`src/design/lvr_pkg.sv`:
```
package lvr_pkg;

  localparam int unsigned MAX_LEN     = 1024;
  localparam int unsigned SAMPLE_BITS = 16;
  localparam int unsigned FRAC_BITS   = 16;

  localparam int unsigned IDX_W     = 10;
  localparam int unsigned LEN_W     = 11;
  localparam int unsigned CFG_IDX_W = 1;
  localparam int unsigned LEN_RESET = 1024;

  typedef enum logic [CFG_IDX_W-1:0] {
    REG_IN_LEN  = 1'b0,
    REG_OUT_LEN = 1'b1
  } reg_idx_e;

  typedef enum logic {
    FUNC_LOAD  = 1'b0,
    FUNC_QUERY = 1'b1
  } func_e;

  typedef struct packed {
    logic load_wr;
    logic capture;
    logic mul_en;
    logic div_init;
    logic div_step;
    logic rd_en;
    logic rd_next;
    logic a_load;
    logic mac_en;
    logic out_load;
  } ctrl_cmd_t;

  typedef struct packed {
    logic out_free;
  } ctrl_status_t;

endpackage

```
`src/design/lvr_ctrl.sv`:
```
module lvr_ctrl #(
  parameter int unsigned FRAC_BITS = lvr_pkg::FRAC_BITS
) (
  input  logic                  clk_i,
  input  logic                  rst_ni,
  input  logic                  in_valid_i,
  input  logic                  in_func_i,
  output logic                  in_ready_o,
  input  lvr_pkg::ctrl_status_t status_i,
  output lvr_pkg::ctrl_cmd_t    cmd_o
);
  import lvr_pkg::*;

  localparam int unsigned QuoW = LEN_W + FRAC_BITS;
  localparam int unsigned CntW = $clog2(QuoW);

  typedef enum logic [7:0] {
    S_IDLE = 8'b0000_0001,
    S_MUL  = 8'b0000_0010,
    S_INIT = 8'b0000_0100,
    S_DIV  = 8'b0000_1000,
    S_RDA  = 8'b0001_0000,
    S_RDB  = 8'b0010_0000,
    S_MAC  = 8'b0100_0000,
    S_SUM  = 8'b1000_0000
  } state_e;

  state_e            state_q, state_d;
  logic [CntW-1:0]   cnt_q, cnt_d;

  always_comb begin
    state_d    = state_q;
    cnt_d      = cnt_q;
    cmd_o      = '0;
    in_ready_o = 1'b0;
    unique case (state_q)
      S_IDLE: begin
        in_ready_o = 1'b1;
        if (in_valid_i) begin
          if (in_func_i == FUNC_QUERY) begin
            cmd_o.capture = 1'b1;
            state_d       = S_MUL;
          end else begin
            cmd_o.load_wr = 1'b1;
          end
        end
      end
      S_MUL: begin
        cmd_o.mul_en = 1'b1;
        state_d      = S_INIT;
      end
      S_INIT: begin
        cmd_o.div_init = 1'b1;
        cnt_d          = CntW'(QuoW - 1);
        state_d        = S_DIV;
      end
      S_DIV: begin
        cmd_o.div_step = 1'b1;
        if (cnt_q == '0) begin
          state_d = S_RDA;
        end else begin
          cnt_d = cnt_q - 1'b1;
        end
      end
      S_RDA: begin
        cmd_o.rd_en = 1'b1;
        state_d     = S_RDB;
      end
      S_RDB: begin
        cmd_o.rd_en   = 1'b1;
        cmd_o.rd_next = 1'b1;
        cmd_o.a_load  = 1'b1;
        state_d       = S_MAC;
      end
      S_MAC: begin
        cmd_o.mac_en = 1'b1;
        state_d      = S_SUM;
      end
      S_SUM: begin
        // The result waits here until the output register can take it.
        if (status_i.out_free) begin
          cmd_o.out_load = 1'b1;
          state_d        = S_IDLE;
        end
      end
      default: state_d = S_IDLE;
    endcase
  end

  always_ff @(posedge clk_i or negedge rst_ni) begin
    if (!rst_ni) begin
      state_q <= S_IDLE;
      cnt_q   <= '0;
    end else begin
      state_q <= state_d;
      cnt_q   <= cnt_d;
    end
  end

endmodule

```
`config.mk`:
```
export PLATFORM = sky130hd
export DESIGN_NAME = lvr_ctrl
export DESIGN_NICKNAME = d
export VERILOG_FILES = /design/src/design/lvr_pkg.sv /design/src/design/lvr_ctrl.sv
export SDC_FILE = /design/constraint.sdc
export NUM_CORES = 1
export LEC_CHECK = 0
export BUFFER_PORTS_ARGS = -buffer_cell sky130_fd_sc_hd__buf_2
export CELL_PAD_IN_SITES_DETAIL_PLACEMENT = 2
export CELL_PAD_IN_SITES_GLOBAL_PLACEMENT = 2
export CORE_ASPECT_RATIO = 0.8
export CORE_MARGIN = 2
export CORE_UTILIZATION = 30
export CTS_CLUSTER_DIAMETER = 150
export CTS_CLUSTER_SIZE = 8
export DETAILED_ROUTE_END_ITERATION = 16
export GPL_TIMING_DRIVEN = 0
export PLACE_DENSITY = 0.75
export SYNTH_ARGS = -nofsm -noshare
export SYNTH_HDL_FRONTEND = slang
export SYNTH_SLANG_ARGS = --single-unit
```
`constraint.sdc`:
```
create_clock -name clk_i -period 2.4 [get_ports clk_i]
set_input_delay 0.12 -clock clk_i [delete_from_list [all_inputs] [get_ports clk_i]]
set_output_delay 0.12 -clock clk_i [all_outputs]
set_load 0.02 [all_outputs]
```
==> summary.md, run 1 <==
| Metric | Value |
|---|---|
| Outcome | `complete, no violations` |
| Max stage delay cell, worst path | `nor4_2` |
| H-tree depth | `1` |
| Period utilization | `0.891` |
| Detailed Route Iter0 Violations | `15` |
| Fin. max-slew vios | `0` |
| Internal power | `471 uW` |
| Clock power frac | `0.172` |
| Initial antenna violation count | `0` |
| Area grow syn2layout | `20.8%` |
| Ys Warns | `0` |
| Synth top area cells | `dfrtp_1, nor2_1, a21oi_1, dfstp_2, and4_1` |
| Core Rows | `16` |
| Worst hold-check path type | `in -> reg` |
| Reg2reg end | `cnt_q[3]` |
| Post-Synthesis Cells | `86` |
| DR vias | `695` |
| Distinct cell type count after synthesis | `30` |
| Slew headroom | `0.620` |
| Port buffer count | `15` |
| Multi-input gate area | `377 um2` |
| Post-DRT Antenna Nets | `0` |
| Routability congestion estimate | `0.752` |
| Hold buffers post-CTS | `1` |
| Root Driver | `clkbuf_4` |
| Critical path required time | `2.28 ns` |
| Max incr delay on CP | `0.58 ns` |
| Post-Place Cells | `137` |
| Final Critical Period | `2.14 ns` |
| Post-synthesis register bit count | `13` |
| Worst-path cell chain | `nor4_2 > nand2_1 > nor4b_1 > buf_2` |
| Clock Pin Slew Worst Setup and Hold Paths | `0.08 ns` |
| Sequential Power Share | `0.424` |
| Mapped Nets | `92` |
| Sink of the worst hold path | `state_q[1]` |
| Hold Crit Depth | `3` |
| Nets | `113` |
| Storage cell area | `327 um2` |
| Startpoint Class | `register` |
| Crit path max fanout | `6` |
| WP data arrival | `2.02 ns` |
| Mapped Avg Cell Area | `8.74 um2` |
| Final setup violation count | `0` |
| Post-DR vias/cell | `4.89` |
| Sink Count | `13` |
| Worst slew pin tran | `0.565 ns` |
| DIE HEIGHT | `48.8 um` |
| Sequential area share after synthesis | `0.434` |
| Maximum vdd drop | `225 uV` |
| Initial core utilization | `0.310` |
| Clock buffer depth | `2` |
| WL per Instance | `13.3 um` |
| Total GRT Usage | `0.149` |
| Leak Pwr | `0.421 nW` |
| R2r setup slk | `0.51 ns` |
| RSZ-0062 raised after global routing | `false` |
| TNS Setup | `0 ns` |
| Sw Ratio | `0.401` |
| Routed wire length | `1.89 mm` |
| FMAX | `468 MHz` |
| Worst r2r path cells | `7` |
| Die W | `60.0 um` |
| Global route total overflow | `0` |
| DR pass1 iterations | `4` |
| Cell taking the most area after synthesis | `dfrtp_1` |
| Layout cells sized above 1 | `0.226` |
| I/O pin cnt | `16` |
| Number of remaining DRC errors | `0` |
| Post-DP HPWL | `1.56 mm` |
| Vias in the first global route | `704` |
| CTS buffer count | `3` |
| Power per cell area | `867 nW/um2` |
| Worst R2R Start | `cnt_q[0]` |
| Filler cells | `274` |
| Hold Crit Start | `in_valid_i` |
| Non-Filler Instances | `142` |
| Max-Cap Viols | `0` |
| CTS tree | `built` |
| Core area | `2420 um2` |
| Post-synth top area share | `0.399` |
| # diodes | `0` |
| Gate power share | `0.404` |
| Largest net degree at the start of global routing | `14` |
| Final hold violation count | `0` |
| Cts repair resizes | `0` |
| Kind of critical path | `reg -> out` |
| Skew final | `0.00633 ns` |
| Syn Std Cell Area | `752 um2` |
| Net switching power | `316 uW` |
| Worst-skew pair later-pin latency | `0.28 ns` |
| Worst setup EP type | `output port` |
| Postcts setup bufs | `0` |
| Die footprint | `2930 um2` |
| First-pass GRT wire length | `3.26 mm` |
==> cell type report <==
| class | count | share of cell area |
|---|---|---|
| multi-input combinational | 64 | 0.415 |
| inverter | 5 | 0.0207 |
| clock buffer | 4 | 0.0289 |
| tap | 36 | 0.0496 |
| timing repair buffer | 16 | 0.0937 |
| buffer | 4 | 0.0331 |
| sequential | 13 | 0.360 |
==> worst max-delay path by stage <==
| stage | to | startpoint | cells after the start | slack [ns] |
|---|---|---|---|---|
| 2_1_floorplan | cmd_o[0] | state_q[4] | 3 | 0.52 |
| 3_3_place_gp | cnt_q[3] | cnt_q[0] | 7 | 0.57 |
| 3_5_place_dp | cnt_q[1] | cnt_q[0] | 7 | 0.48 |
| 4_1_cts | cmd_o[0] | state_q[4] | 4 | 0.24 |
| 5_1_grt | cmd_o[6] | state_q[4] | 4 | 0.07 |
| 6_report | cmd_o[0] | state_q[4] | 4 | 0.26 |
==> synthesized netlist by cell type <==
master     number
nor2b_1         4
a21oi_1         6
nor3b_1         3
dfrtp_1        12
nor2_1         14
nor4_2          1
o21ai_0         3
a31oi_1         1
nand4_1         2
o21bai_1        1
nor3_1          4
o311ai_0        1
nand2b_1        4
o211ai_1        1
o21ai_1         1
clkbuf_1        1
and3_1          2
o2111ai_1       1
dfstp_2         1
ha_1            1
inv_1           5
buf_4           2
nor4b_1         1
and4_1          3
or4b_4          1
or3_1           1
nand3_1         2
nand2_1         5
buf_6           1
nand4b_1        1
==> worst max-delay path, delay by kind of cell, from the launching register on <==
family	cells	cell delay, ns
buffers and inverters	1	0.21
DFF	1	0.46
and+or+nand+nor	3	1.06
==> per-layer routing <==
layer	vias up	track usage	part of all wire
met3	2	0.0504	0.049
li1	347	-	-
met5	-	0	0
met4	0	0.0333	0.0069
met1	331	0.213	0.49
met2	15	0.216	0.46
==> flip-flops by register name (all words and copies together), names as in the netlist <==
signal and cells:
state_q 8, cnt_q 5
==> kinds of logic after synthesis <==
| logic type | synth area share |
|---|---|
| buf+inv | 0.0649 |
| fa+ha+maj | 0.0166 |
| compound gates | 0.118 |
| simple gates | 0.366 |
| flops | 0.434 |
==> metrics by stage <==
step	util	instance area (um2)	total power [mW]	hold slack (ns)	worst slack, ns
global route	0.375	908	0.863	0.129	0.0722
global placement	0.360	872	0.642	0.0322	0.569
floorplan	-	752	0.563	-0.176	0.519
detailed placement	0.360	872	0.664	0.0337	0.480
finish	0.375	908	0.787	0.117	0.261
CTS	0.375	908	0.803	0.118	0.240
==> power by group through the flow <==
| stage | combinational [mW] | clock [mW] | sequential [mW] |
|---|---|---|---|
| 2_1_floorplan | 0.241 | 0 | 0.322 |
| 3_3_place_gp | 0.309 | 0 | 0.333 |
| 3_5_place_dp | 0.326 | 0 | 0.338 |
| 4_1_cts | 0.326 | 0.142 | 0.334 |
| 5_1_grt | 0.366 | 0.154 | 0.342 |
| 6_report | 0.318 | 0.136 | 0.334 |
==> layout by cell type (no fill, tap or decap), types with 2 or more instances in the layout <==
cell type,synthesis,layout
nand2b_1,4,4
and4_1,3,3
nor2b_1,4,4
clkbuf_1,1,2
nand4_1,2,2
dfrtp_1,12,12
clkbuf_4,0,3
buf_2,0,15
and3_1,2,2
o21ai_0,3,3
nor3b_1,3,3
inv_1,5,5
nor2_1,14,14
buf_4,2,2
nand3_1,2,2
nand2_1,5,5
nor3_1,4,4
a21oi_1,6,6
Note: power is estimated with default switching activity, not from simulation.
==> inputs of run 2 (changes only) <==
- CTS_BUF_LIST: default -> sky130_fd_sc_hd__clkbuf_8 sky130_fd_sc_hd__clkbuf_16
- RECOVER_POWER: default -> 25
==> summary.md, run 2 (synthesized netlist as in run 1, its figures left out) <==
| Metric | Value |
|---|---|
| Outcome | `complete, no violations (unchanged)` |
| DIE HEIGHT | `48.8 um (unchanged)` |
| Critical path required time | `2.28 ns (about the same)` |
| CTS buffer count | `3 (unchanged)` |
| Area grow syn2layout | `23.1% (was 20.8%)` |
| Total GRT Usage | `0.150 (was 0.149)` |
| Period utilization | `0.886 (was 0.891)` |
| Initial core utilization | `0.310 (unchanged)` |
| Core Rows | `16 (unchanged)` |
| Largest registers | `state_q x8, cnt_q x5 (unchanged)` |
| DR vias | `696 (was 695)` |
| Clock Pin Slew Worst Setup and Hold Paths | `0.05 ns (was 0.08 ns)` |
| DR pass1 iterations | `4 (unchanged)` |
| Postcts setup bufs | `0 (unchanged)` |
| Global route total overflow | `0 (unchanged)` |
| Final Critical Period | `2.13 ns (was 2.14 ns)` |
| CTS tree | `built (unchanged)` |
| WP data arrival | `2.01 ns (was 2.02 ns)` |
| Setup WS pre-CTS | `0.480 ns (unchanged)` |
| # diodes | `0 (unchanged)` |
| Initial antenna violation count | `0 (unchanged)` |
| Worst setup EP type | `output port (unchanged)` |
| Die footprint | `2930 um2 (unchanged)` |
| Startpoint Class | `register (unchanged)` |
| Final worst slack | `0.275 ns (was 0.261 ns)` |
| Final hold violation count | `0 (unchanged)` |
| FMAX | `471 MHz (was 468 MHz)` |
| TNS Setup | `0 ns (unchanged)` |
| Finished Cell Area | `926 um2 (was 908 um2)` |
| Most frequent cells in the layout | `nor2_1, buf_2, dfrtp_1 (was buf_2, nor2_1, dfrtp_1)` |
| Vias in the first global route | `701 (was 704)` |
| Worst hold-check path type | `in -> reg (unchanged)` |
| Routed wire length | `1.92 mm (was 1.89 mm)` |
| First-pass GRT wire length | `3.26 mm (about the same)` |
| Layout cells sized above 1 | `0.217 (was 0.226)` |
| Maximum vdd drop | `299 uV (was 225 uV)` |
| Largest net degree at the start of global routing | `14 (unchanged)` |
| I/O pin cnt | `16 (unchanged)` |
| Port buffer count | `15 (unchanged)` |
| Cts repair resizes | `0 (unchanged)` |
| Kind of critical path | `reg -> out (unchanged)` |
| Largest register FFs | `8 (unchanged)` |
| Worst-skew pair later-pin latency | `0.24 ns (was 0.28 ns)` |
| Detailed Route Iter0 Violations | `11 (was 15)` |
| Leak Pwr | `0.430 nW (was 0.421 nW)` |
| Post-DRT Antenna Nets | `0 (unchanged)` |
| Fin. max-slew vios | `0 (unchanged)` |
| H-tree depth | `1 (unchanged)` |
| Clock buffer depth | `2 (unchanged)` |
| Total power | `843 uW (was 787 uW)` |
| Number of remaining DRC errors | `0 (unchanged)` |
| Nets | `113 (unchanged)` |
| Sink Count | `13 (unchanged)` |
| Core area | `2420 um2 (unchanged)` |
| Final setup violation count | `0 (unchanged)` |
| Skew final | `0.00154 ns (was 0.00633 ns)` |
| Post-DP HPWL | `1.56 mm (unchanged)` |
| WL per Instance | `13.5 um (was 13.3 um)` |
| Worst slew pin tran | `0.742 ns (was 0.565 ns)` |
| Most flops, register | `state_q (unchanged)` |
| RSZ-0062 raised after global routing | `false (unchanged)` |
| Power per cell area | `910 nW/um2 (was 867 nW/um2)` |
| Max-Cap Viols | `0 (unchanged)` |
| Root Driver | `clkbuf_8 (was clkbuf_4)` |
| Dpl cell area | `872 um2 (unchanged)` |
| Crit path max fanout | `6 (unchanged)` |
| Hold buffers post-CTS | `1 (unchanged)` |
| Routability congestion estimate | `0.752 (unchanged)` |
| Die W | `60.0 um (unchanged)` |
| Post-DR vias/cell | `4.90 (was 4.89)` |
| Slew headroom | `0.506 (was 0.620)` |
[run 2: cell types whose count changed in the layout (fill, tap and decap cells not counted), sizes merged]
cell / change
buf: -1
inv: +1
[run 2: report_power, final]
| part | total, mW | leakage (nW) | switching, mW | internal, mW |
|---|---|---|---|---|
| clock network | 0.189 | 0.0269 | 0.0763 | 0.113 |
| registers | 0.335 | 0.171 | 0.0544 | 0.280 |
| logic | 0.319 | 0.232 | 0.192 | 0.127 |
[run 2: path summary, 6_finish.rpt]
check | startpoint | to | slack (ns) | cells past startpoint
max | state_q[4] | cmd_o[0] | 0.27 | 4
min | in_valid_i | state_q[1] | 0.16 | 3
max reg2reg | cnt_q[0] | cnt_q[3] | 0.52 | 7
min reg2reg | cnt_q[4] | cnt_q[4] | 0.57 | 2
max in group asynchronous | rst_ni | cnt_q[3] | 1.48 | 2
min in group asynchronous | rst_ni | state_q[1] | 0.45 | 2
[run 2: worst max-delay path: stages, from the launching register on]
cell	delay, ns
dfrtp_1	0.46
nor4_2	0.60
nand2_1	0.20
nor4b_1	0.30
buf_2	0.21
[run 2: cell type report]
class | instances | area [um2]
clock inverter | 1 | 3.75
buffer | 4 | 30.0
inverter | 5 | 18.8
timing repair buffer | 16 | 83.8
fill | 274 | 1500
sequential | 13 | 327
tap | 36 | 45.0
multi-input combinational | 64 | 377
clock buffer | 3 | 41.3
[run 2: per-layer routing]
metal  track usage  up-vias  wire length (um)
met3        0.0504        2                75
li1              -      344                 -
met1         0.213      337               960
met5             0        -                 0
met4        0.0333        0                11
met2         0.219       13               875
[run 2: metrics by stage]
step	std cells	utilization	hold WS, ns
floorplan	86	-	-0.176
global placement	137	0.360	0.0322
detailed placement	137	0.360	0.0337
CTS	142	0.383	0.161
global route	142	0.382	0.179
finish	142	0.382	0.159
==> inputs of run 3 (changes only) <==
- CORE_UTILIZATION: 30 -> 33
- PLACE_DENSITY: 0.75 -> 0.81
- SETUP_SLACK_MARGIN: default -> 0.02
- clock period: 2.4 -> 2.5 ns (I/O delays scaled with it)
==> summary.md, run 3 (synthesized netlist as in run 1, its figures left out) <==
| Metric | Value |
|---|---|
| Final setup violation count | `0 (unchanged)` |
| DIE HEIGHT | `46.7 um (was 48.8 um)` |
| Kind of critical path | `reg -> out (unchanged)` |
| Area grow syn2layout | `21.3% (was 23.1%)` |
| Routed wire length | `2.07 mm (was 1.92 mm)` |
| Routability congestion estimate | `0.771 (was 0.752)` |
| Nets | `113 (unchanged)` |
| Worst slew pin tran | `0.790 ns (was 0.742 ns)` |
| Initial core utilization | `0.348 (was 0.310)` |
| CTS buffer count | `3 (unchanged)` |
| Leak Pwr | `0.430 nW (unchanged)` |
| WL per Instance | `15.8 um (was 13.5 um)` |
| Sink Count | `13 (unchanged)` |
| Core area | `2160 um2 (was 2420 um2)` |
| Worst hold-check path type | `in -> reg (unchanged)` |
| Worst-skew pair later-pin latency | `0.24 ns (about the same)` |
| Maximum vdd drop | `410 uV (was 299 uV)` |
| Max stage delay cell, worst path | `nor4_2 (unchanged)` |
| Worst-path cell chain | `nor4_2 > nand2_1 > nor4b_1 > buf_2 (unchanged)` |
| Clock buffer depth | `2 (unchanged)` |
| Layout cells sized above 1 | `0.217 (unchanged)` |
| Final worst slack | `0.395 ns (was 0.275 ns)` |
| Final core occ | `0.423 (was 0.382)` |
| Filler cells | `254 (was 274)` |
| CTS tree | `built (unchanged)` |
| Number of remaining DRC errors | `0 (unchanged)` |
| Post-DP HPWL | `1.64 mm (was 1.56 mm)` |
| Cts repair resizes | `0 (unchanged)` |
| H-tree depth | `1 (unchanged)` |
| Outcome | `complete, no violations (unchanged)` |
| DR pass1 iterations | `2 (was 4)` |
| Vias in the first global route | `717 (was 701)` |
| Root Driver | `clkbuf_8 (unchanged)` |
| Largest net degree at the start of global routing | `14 (unchanged)` |
| First-pass GRT wire length | `3.54 mm (was 3.26 mm)` |
| Power per cell area | `903 nW/um2 (was 910 nW/um2)` |
| WP data arrival | `1.98 ns (was 2.01 ns)` |
| Detailed Route Iter0 Violations | `16 (was 11)` |
| # diodes | `0 (unchanged)` |
| Global route total overflow | `0 (unchanged)` |
| Clock Pin Slew Worst Setup and Hold Paths | `0.05 ns (about the same)` |
| Die footprint | `2680 um2 (was 2930 um2)` |
| Max incr delay on CP | `0.55 ns (was 0.60 ns)` |
| Die W | `57.4 um (was 60.0 um)` |
| Critical path required time | `2.38 ns (was 2.28 ns)` |
| Core Rows | `15 (was 16)` |
| Storage cell area | `327 um2 (unchanged)` |
| Initial antenna violation count | `0 (unchanged)` |
| Worst setup EP type | `output port (unchanged)` |
| Most frequent cells in the layout | `nor2_1, buf_2, dfrtp_1 (unchanged)` |
| RSZ-0062 raised after global routing | `false (unchanged)` |
| Largest register FFs | `8 (unchanged)` |
| Largest registers | `state_q x8, cnt_q x5 (unchanged)` |
| Final hold violation count | `0 (unchanged)` |
| Max-Cap Viols | `0 (unchanged)` |
| Total power | `824 uW (was 843 uW)` |
| Most flops, register | `state_q (unchanged)` |
| I/O pin cnt | `16 (unchanged)` |
| Total GRT Usage | `0.179 (was 0.150)` |
| DR vias | `715 (was 696)` |
| Multi-input gate area | `377 um2 (unchanged)` |
| Post-DR vias/cell | `5.46 (was 4.90)` |
| Port buffer count | `15 (unchanged)` |
| Final Critical Period | `2.10 ns` |
| Skew final | `0.000754 ns (was 0.00154 ns)` |
| TNS Setup | `0 ns (unchanged)` |
| Crit path max fanout | `6 (unchanged)` |
| Slew headroom | `0.473 (was 0.506)` |
| Startpoint Class | `register (unchanged)` |
| Fin. max-slew vios | `0 (unchanged)` |
| Period utilization | `0.842` |
| Setup WS pre-CTS | `0.575 ns (was 0.480 ns)` |
| Post-DRT Antenna Nets | `0 (unchanged)` |
| FMAX | `475 MHz` |
run 3: cell counts in the layout (fill, tap and decap cells not counted):
No cell type changed its count.
run 3: worst max-delay path: cells and delay by family (launching register included):
kind                   cells  cell delay [ns]
flip-flops                 1             0.45
buffers and inverters      1             0.22
AND/OR/NAND/NOR            3             1.07
run 3: power by group:
part	total (mW)	switching [mW]	internal, mW
registers	0.325	0.0562	0.269
clock network	0.183	0.0746	0.109
logic	0.316	0.193	0.122
total	0.824	0.324	0.500
run 3: worst paths after layout:
| check | cells after the start | to | from | slack, ns |
|---|---|---|---|---|
| max | 4 | cmd_o[0] | state_q[4] | 0.40 |
| max reg2reg | 7 | cnt_q[3] | cnt_q[0] | 0.55 |
| min reg2reg | 2 | cnt_q[1] | cnt_q[1] | 0.58 |
| min in group asynchronous | 2 | state_q[1] | rst_ni | 0.48 |
| max in group asynchronous | 2 | state_q[4] | rst_ni | 1.53 |
| min | 3 | state_q[1] | in_valid_i | 0.16 |
run 3: timing repair:
action	in CTS	in global routing
hold buffers	1	0
hold endpoints to repair	12	0
setup buffers	0	0
run 3: layer usage:
metal,part of all wire,up-vias,global-route usage
met3,0.043,0,0.0590
met4,0,0,0.0419
li1,-,342,-
met2,0.47,14,0.284
met1,0.48,359,0.237
met5,0,-,0
run 3: area by class of cell:
type / instances / area share
multi-input combinational: 64 / 0.413
sequential: 13 / 0.358
timing repair buffer: 16 / 0.0919
clock buffer: 3 / 0.0453
tap: 25 / 0.0343
buffer: 4 / 0.0329
inverter: 5 / 0.0206
clock inverter: 1 / 0.00412
run 3: per-stage QoR:
step           hold WS, ns  instances  instance area [um2]
2_1_floorplan       -0.171         86                  752
3_3_place_gp        0.0326        126                  858
3_5_place_dp        0.0390        126                  858
4_1_cts              0.167        131                  913
5_1_grt              0.174        131                  912
6_report             0.163        131                  912
